--- config.mk ---
export PLATFORM = sky130hd
export DESIGN_NAME = sdtl_ram
export DESIGN_NICKNAME = d
export VERILOG_FILES = /design/src/squared_distance_transform_line_top_macros.svh /design/src/sdtl_ram.sv
export SDC_FILE = /design/constraint.sdc
export NUM_CORES = 1
export LEC_CHECK = 0
export ABC_CLOCK_PERIOD_IN_PS = 5000
export BUFFER_PORTS_ARGS = -buffer_cell sky130_fd_sc_hd__buf_4
export CORE_MARGIN = 2
export CORE_UTILIZATION = 60
export CTS_CLUSTER_SIZE = 28
export DETAILED_ROUTE_END_ITERATION = 8
export GPL_ROUTABILITY_DRIVEN = 0
export PLACE_DENSITY = 0.74
export RECOVER_POWER = 100
export REMOVE_ABC_BUFFERS = 1
export SYNTH_ARGS = -nofsm -noshare
export SYNTH_HDL_FRONTEND = slang
export SYNTH_SLANG_ARGS = --single-unit
--- constraint.sdc ---
create_clock -name clk_i -period 5 [get_ports clk_i]
set_clock_uncertainty 0.05 [all_clocks]
set_input_delay 0.25 -clock clk_i [delete_from_list [all_inputs] [get_ports clk_i]]
set_output_delay 0.25 -clock clk_i [all_outputs]
set_load 0.03 [all_outputs]
--- src/squared_distance_transform_line_top_macros.svh ---
// Assertion macros for the line distance transform block.
// Used by the top level only; relies on clk_i and rst_ni in scope.
`ifndef SQUARED_DISTANCE_TRANSFORM_LINE_TOP_MACROS_SVH
`define SQUARED_DISTANCE_TRANSFORM_LINE_TOP_MACROS_SVH

// same-cycle implication
`define SDTL_ASSERT_NOW(label, ante, cons, msg) \
  label: assert property (@(posedge clk_i) disable iff (!rst_ni) (ante) |-> (cons)) \
    else $error(msg);

// next-cycle implication
`define SDTL_ASSERT_NEXT(label, ante, cons, msg) \
  label: assert property (@(posedge clk_i) disable iff (!rst_ni) (ante) |=> (cons)) \
    else $error(msg);

`endif

--- src/sdtl_ram.sv ---
// Generic single-write, single-read RAM with registered read data.
// No dependencies.
`timescale 1ns / 1ps
`default_nettype none
module sdtl_ram #(
  parameter int unsigned WIDTH = 8,
  parameter int unsigned DEPTH = 16
) (
  input  wire logic                     clk_i,
  input  wire logic                     we_i,
  input  wire logic [$clog2(DEPTH)-1:0] waddr_i,
  input  wire logic [WIDTH-1:0]         wdata_i,
  input  wire logic [$clog2(DEPTH)-1:0] raddr_i,
  output logic      [WIDTH-1:0]         rdata_o
);
  logic [WIDTH-1:0] mem_q [DEPTH];

  always_ff @(posedge clk_i) begin
    if (we_i) begin
      mem_q[waddr_i] <= wdata_i;
    end
    rdata_o <= mem_q[raddr_i];
  end
endmodule
`default_nettype wire

## Yosys cells after proc, flatten, opt, wreduce, memory -nomap -nowiden

Memory sizes are Yosys's and may differ from the RTL's. A register that Yosys moved wholly into a read port is not among the register bits.
Index checks and enable logic that the tools add are counted.

- Flip-flop bits (word level): 0
- Latch bits: 0
- Bits in writable memories: 128
- Memory bits (read-only): 0
- Output and inout bits: 8
- Memories: 1

- Add/subtract/negate cells: 0
- Multipliers: 0
- Div/mod/pow operators: 0
- Magnitude comparators: 0
- Eq/ne operators: 0
- Shift-type cells: 0
- Muxes and demuxes: 2
- Bitwise logic cells: 0
- Reduce and logical (&&, ||, !) cells: 0

Memory list:

| memory | words | bits a word | rd ports | clocked after Yosys merged registers in | wr ports | RTL line | text |
|---|---|---|---|---|---|---|---|
| mem_q | 16 | 8 | 1 | 1 | 1 | sdtl_ram.sv:16 | `logic [WIDTH-1:0] mem_q [DEPTH];` |

Operator list:

| operator | number |
|---|---|
| 2-to-1 mux 1 bit | 2 |

## Depth between registers and ports, before layout

Gate-level depths: netlist of run 1.

- Word-level depth: 2
- Depth in mapped cells: 5
- Mapped depth without buffers: 3

## Worst setup path before layout of run 1

OpenSTA, ideal clock, no wires.

- Path type: in2reg
- Start point: input waddr_i[2]
- End point: memory mem_q[0][0] (enable)
- Data arrival time: 1.360 ns
- Required time: 4.567 ns
- Setup slack: 3.207 ns
- Stages on the path: 2
- Path buffers: 0
- Path through: or3b_2 nor3_1

RTL lines:

| item | RTL line | text |
|---|---|---|
| from (decl) | sdtl_ram.sv:11 | `input wire logic [$clog2(DEPTH)-1:0] waddr_i,` |
| to (decl) | sdtl_ram.sv:16 |  |

Straight into the memory's write port.

==> reports/results.tsv, run 1 <==
metric	value	unit
path_cells	clkbuf_1, mux4_1, a22oi_1, nand2_1	
synthMuxAreaShare	15.0	%
cap_violations	1	
cts_buffers	17	
htree_levels	4	
cp-end-kind	flop	
worstHoldStart	waddr_i[0]	
final_cells	390	
die_x	96.6	um
synthXorXnorAreaFrac	0	%
io_buffers	25	
layout_setup_ws	2.14	ns
synth_top_area_share	74.7	%
min_delay_worst_endpoint	mem_q[0][4]	
period_needed	2.86	ns
post_drt_wl_per_cell	24.4	um
whs	0.201	ns
root_buffer	clkbuf_8	
synth.most_common_cell	edfxtp_1	
rows	33	
syn_to_final_growth	15.1	%
grt_setup_unrepaired	no	
synth_ff_type	edfxtp_1	
fin_tns_setup	0	ns
crit_required	5.34	ns
ys_ff_latch	136	
pin_count	26	
yosysTopAreaCell	edfxtp_1	
synth_fa_ha_area_share	0	%
ys_top_cells_by_area	edfxtp_1, mux4_2, mux4_1	
crit_family	buffers and inverters	
firstDrtPassIters	4	
dp_cells	352	
drc_errors	0	
grt_pass1_wl	14.4	mm
final_net_count	290	
grt_pass1_vias	2415	
seq_area_frac_synth	77.8	%
cts_sinks	136	
ys_warn_count	0	
antenna_found_initial	0	
vias	2386	
grt-ovfl-total	0	
die_y	96.6	um
worstSetupStartpointType	primary input	
max_slew_margin	-67.0	%
post_cts_buffers	0	
placed_area	5400	sq um
drtIter0Drc	215	
synth_enable_flop_cells	128	
power	2.55	mW
diodes	0	
clk_path_buf_depth	2	
drv_slew	33	
fin_util	71.7	%
synth-compound-area-share	2.33	%
r2r_end	rdata_o[0]	
dp_slack	2.76	ns
finalSetupViolations	0	
finalCritPeriodShare	57.3	%
crit_slowest_cell	clkbuf_1	
clock.fmax	0.349	GHz
worstSkewPairLatency	0.51	ns
power.density	430	nW/um^2
hold_buffers	6	
worst_pin_slew	2.51	ns
r2r_slack	3.51	ns
cts-resized-gates	0	
viasPerCell	6.12	
synth_top_family_by_area	multiplexers	
clkTransAtPathRegs	0.06	ns
grt_start_max_net_pins	33	
cp_num_buf_inv	1	
netlist_top_cells_count	edfxtp_1, mux4_2, a22oi_1, mux4_1, nor2_1	
hold_class	primary input to flop	
synthSimpleGateAreaFrac	3.18	%
dieArea	9340	sq um
initial_core_util	62.3	%
fp.coreArea	8260	sq um
hold_viol_final	0	
ant_nets	0	
arrival	3.20	ns
crit_type	primary input to flop	
p_leak	1.91	nW
synthCells	229	
rr_startpoint	mem_q[2][0]	
rr_worst_depth	3	
dp_hpwl	5.52	mm
track_usage	21.8	%
avgSynthCellArea	22.5	sq um
min_path_cells	2	
synth_area	5150	sq um
cts_tree	yes	
ys_types	19	
cpPeakStageDelay	1.75	ns
outcome	finished, violations left	
fin_area	5920	sq um
drive_gt1_share	17.9	%
violations	max-capacitance violations, max-slew violations	
path_max_fanout	32	
wl	9.51	mm
vdd_ir_drop_max	263	uV
synthArstFlopShare	0	%
worst max path at each step:
stage | slack (ns) | cells after the start | from | to
2_1_floorplan | 3.21 | 2 | waddr_i[2] | mem_q[0][0]
3_3_place_gp | 2.87 | 3 | waddr_i[2] | mem_q[0][5]
3_5_place_dp | 2.76 | 3 | waddr_i[2] | mem_q[0][4]
4_1_cts | 3.30 | 3 | waddr_i[2] | mem_q[0][7]
5_1_grt | 1.82 | 4 | raddr_i[0] | rdata_o[0]
6_report | 2.14 | 4 | raddr_i[0] | rdata_o[0]
layout make-up:
cell class | count | area, sq um
Tap cell | 105 | 131
Sequential cell | 136 | 4000
Clock buffer | 18 | 418
Multi-Input combinational cell | 83 | 1060
Fill cell | 517 | 2330
Timing Repair Buffer | 34 | 180
Clock inverter | 14 | 134
flip-flops by register name, summed over array words and instances, names as in the netlist:
register / cells
rdata_o: 8
mem_q: 128
worst register-to-register path, stage by stage (launching register included):
cell	delay (ns)
edfxtp_1	0.37
mux4_1	0.54
a22oi_1	0.32
nand2_1	0.09
cell families after synthesis:
logic type / count (synthesis)
multiplexers: 32
AND/OR/NAND/NOR: 35
AO/OA/AOI/OAI: 16
buffers and inverters: 10
flip-flops: 136
cells in the final DEF, fill, tap and decap left out, drive strengths merged, types with 4 or more instances in the layout:
cell type,instances
clkinvlp,7
clkinv,5
clkbuf,42
mux4,32
nor3,4
nand2,9
buf,4
nor2,13
dlygate4sd3,6
edfxtp,128
a22oi,16
dfxtp,8
metal layers:
layer / wire length [um] / vias to the layer above / GRT usage, %
met2: 4680 / 93 / 32.4
met5: 0 / - / 0
met4: 125 / 0 / 8.88
li1: - / 1059 / -
met3: 592 / 10 / 4.84
met1: 4110 / 1224 / 32.3
where the power goes:
group	total [mW]	switching (mW)	internal (mW)
Combinational	0.126	0.0793	0.0465
Clock	1.14	0.441	0.700
Sequential	1.28	0.00753	1.28
(Power assumes the default switching activity.)
==> run 2: changes to the inputs <==
--- a/config.mk
+++ b/config.mk
@@ -5,7 +5,7 @@
 export SDC_FILE = /design/constraint.sdc
 export NUM_CORES = 1
 export LEC_CHECK = 0
-export ABC_CLOCK_PERIOD_IN_PS = 5000
+export ABC_CLOCK_PERIOD_IN_PS = 2900
 export BUFFER_PORTS_ARGS = -buffer_cell sky130_fd_sc_hd__buf_4
 export CORE_MARGIN = 2
 export CORE_UTILIZATION = 60
==> constraint.sdc (replaced) <==
create_clock -name clk_i -period 2.9 [get_ports clk_i]
set_clock_uncertainty 0.05 [all_clocks]
set_input_delay 0.145 -clock clk_i [delete_from_list [all_inputs] [get_ports clk_i]]
set_output_delay 0.145 -clock clk_i [all_outputs]
set_load 0.03 [all_outputs]
==> run 2 against run 1 <==
  * The flow now finishes without violations
  * Register-to-register slack worse by 2.1 ns
  * First-iteration DRC count fell by 4.7%
  * Critical path depth down 1
  * Count of clock-buffer cells in the layout decreased by 1
  * Setup slack got worse by 0.76 ns
  * Sequential share of layout area is 1.1 points lower
  * Hold slack got worse by 0.042 ns
  * Wire length is 0.71% higher
  * Largest cell class unchanged
==> reports/results.tsv, run 2 (synthesis gave the netlist of run 1 again) <==
metric	value	unit	change
outcome	finished, final reports clean		
dp_hpwl	5.73	mm	+3.8%
cts_buffers	17		unchanged
fin_tns_setup	0	ns	unchanged
clock.fmax	0.658	GHz	
track_usage	22.3	%	+0.43 points
cts_tree	yes		
regMostFlops	mem_q		
arrival	1.87	ns	-1.33 ns
io_buffers	25		unchanged
final_cells	393		+0.77%
worstSkewPairLatency	0.51	ns	about the same
drc_errors	0		unchanged
post_cts_buffers	0		unchanged
p_leak	1.97	nW	+2.8%
die_x	96.6	um	unchanged
path_max_fanout	1		-97%
root_buffer	clkbuf_8		
cp-end-kind	flop		
syn_to_final_growth	16.9	%	
max_slew_margin	36.6	%	+100 points
grt_setup_unrepaired	no		
drive_gt1_share	19.4	%	+1.5 points
cts_sinks	136		unchanged
rows	33		unchanged
vdd_ir_drop_max	406	uV	+54%
die_y	96.6	um	unchanged
firstDrtPassIters	4		unchanged
dieArea	9340	sq um	unchanged
hold_buffers	8		+2
vias	2412		+1.1%
wl	9.58	mm	+0.71%
grt_pass1_wl	14.7	mm	+2.5%
clk_path_buf_depth	2		unchanged
viasPerCell	6.14		+0.32%
htree_levels	4		unchanged
drtIter0Drc	205		-4.7%
power.density	765	nW/um^2	+78%
finalCritPeriodShare	52.4	%	
r2r_slack	1.38	ns	-2.13 ns
initial_core_util	62.3	%	unchanged
grt_start_max_net_pins	33		unchanged
fp.coreArea	8260	sq um	unchanged
cap_violations	0		-1
post_drt_wl_per_cell	24.4	um	about the same
crit_required	3.25	ns	-2.09 ns
pin_count	26		unchanged
cts-resized-gates	0		unchanged
clkTransAtPathRegs	0.06	ns	about the same
grt_pass1_vias	2509		+3.9%
power	4.61	mW	+81%
finalSetupViolations	0		unchanged
ant_nets	0		unchanged
worstSetupStartpointType	flop		
hold_class	primary input to flop		
final_net_count	293		+1.0%
worst_pin_slew	0.947	ns	-1.56 ns
crit_type	flop to flop		
period_needed	1.52	ns	
largest_register_ff_count	128		unchanged
grt-ovfl-total	0		unchanged
hold_viol_final	0		unchanged
final_cell_mix	edfxtp_1, clkbuf_1, mux4_2		
largestRegisters	mem_q (128), rdata_o (8)		
diodes	0		unchanged
dp_cells	353		+0.28%
antenna_found_initial	0		unchanged
layout_commonest_cell	edfxtp_1		
drv_slew	0		-100%
[run 2: changes by cell type in the layout (fill, tap and decap cells not counted), sizes merged]
| cell | before | now |
|---|---|---|
| dlygate4sd3 | 6 | 8 |
| inv | 0 | 1 |
| bufinv | 2 | 4 |
| clkbuf | 42 | 40 |
| buf | 4 | 6 |
| clkinvlp | 7 | 5 |
[run 2: report_power, final]
| part | leakage [nW] | switching, mW | internal [mW] | total (mW) |
|---|---|---|---|---|
| Combinational | 0.459 | 0.135 | 0.0815 | 0.217 |
| Clock | 0.284 | 0.782 | 1.40 | 2.18 |
| Sequential | 1.22 | 0.0153 | 2.20 | 2.21 |
| Total | 1.97 | 0.932 | 3.68 | 4.61 |
[run 2: path summary, 6_finish.rpt]
kind,endpoint,depth (start not counted),startpoint
setup / recovery,rdata_o[5],3,mem_q[1][5]
setup reg to reg,rdata_o[5],3,mem_q[1][5]
hold reg to reg,rdata_o[6],3,mem_q[14][6]
hold / removal,rdata_o[4],4,raddr_i[2]
[run 2: critical path: stages (launching register included)]
cell	delay (ns)
edfxtp_1	0.37
mux4_1	0.56
a22oi_1	0.34
nand2_1	0.09
[run 2: cell type report]
cell class / count / area, sq um
fillers: 504 / 2240
clock inverters: 15 / 201
flip-flops and latches: 136 / 4000
clock buffers: 17 / 414
repair buffers: 37 / 211
well taps: 105 / 131
multi-input cells: 83 / 1060
[run 2: layer usage]
metal  vias to the layer above  part of all wire, %  global-route usage [%]
met5                         -                    0                       0
met4                         0                  2.1                    8.99
met3                        18                  7.6                    7.01
met2                        96                   51                    33.8
met1                      1231                   40                    30.7
li1                       1067                    -                       -
[run 2: per-stage QoR]
step / setup WS, ns / area, sq um / util [%] / hold slack, ns
floorplan: 1.21 / 5060 / - / 0.194
global placement: 0.981 / 5410 / 65.5 / 0.393
detailed placement: 0.992 / 5410 / 65.5 / 0.405
CTS: 1.36 / 6110 / 73.9 / 0.0799
global route: 1.32 / 6020 / 72.9 / 0.166
finish: 1.38 / 6020 / 72.9 / 0.159
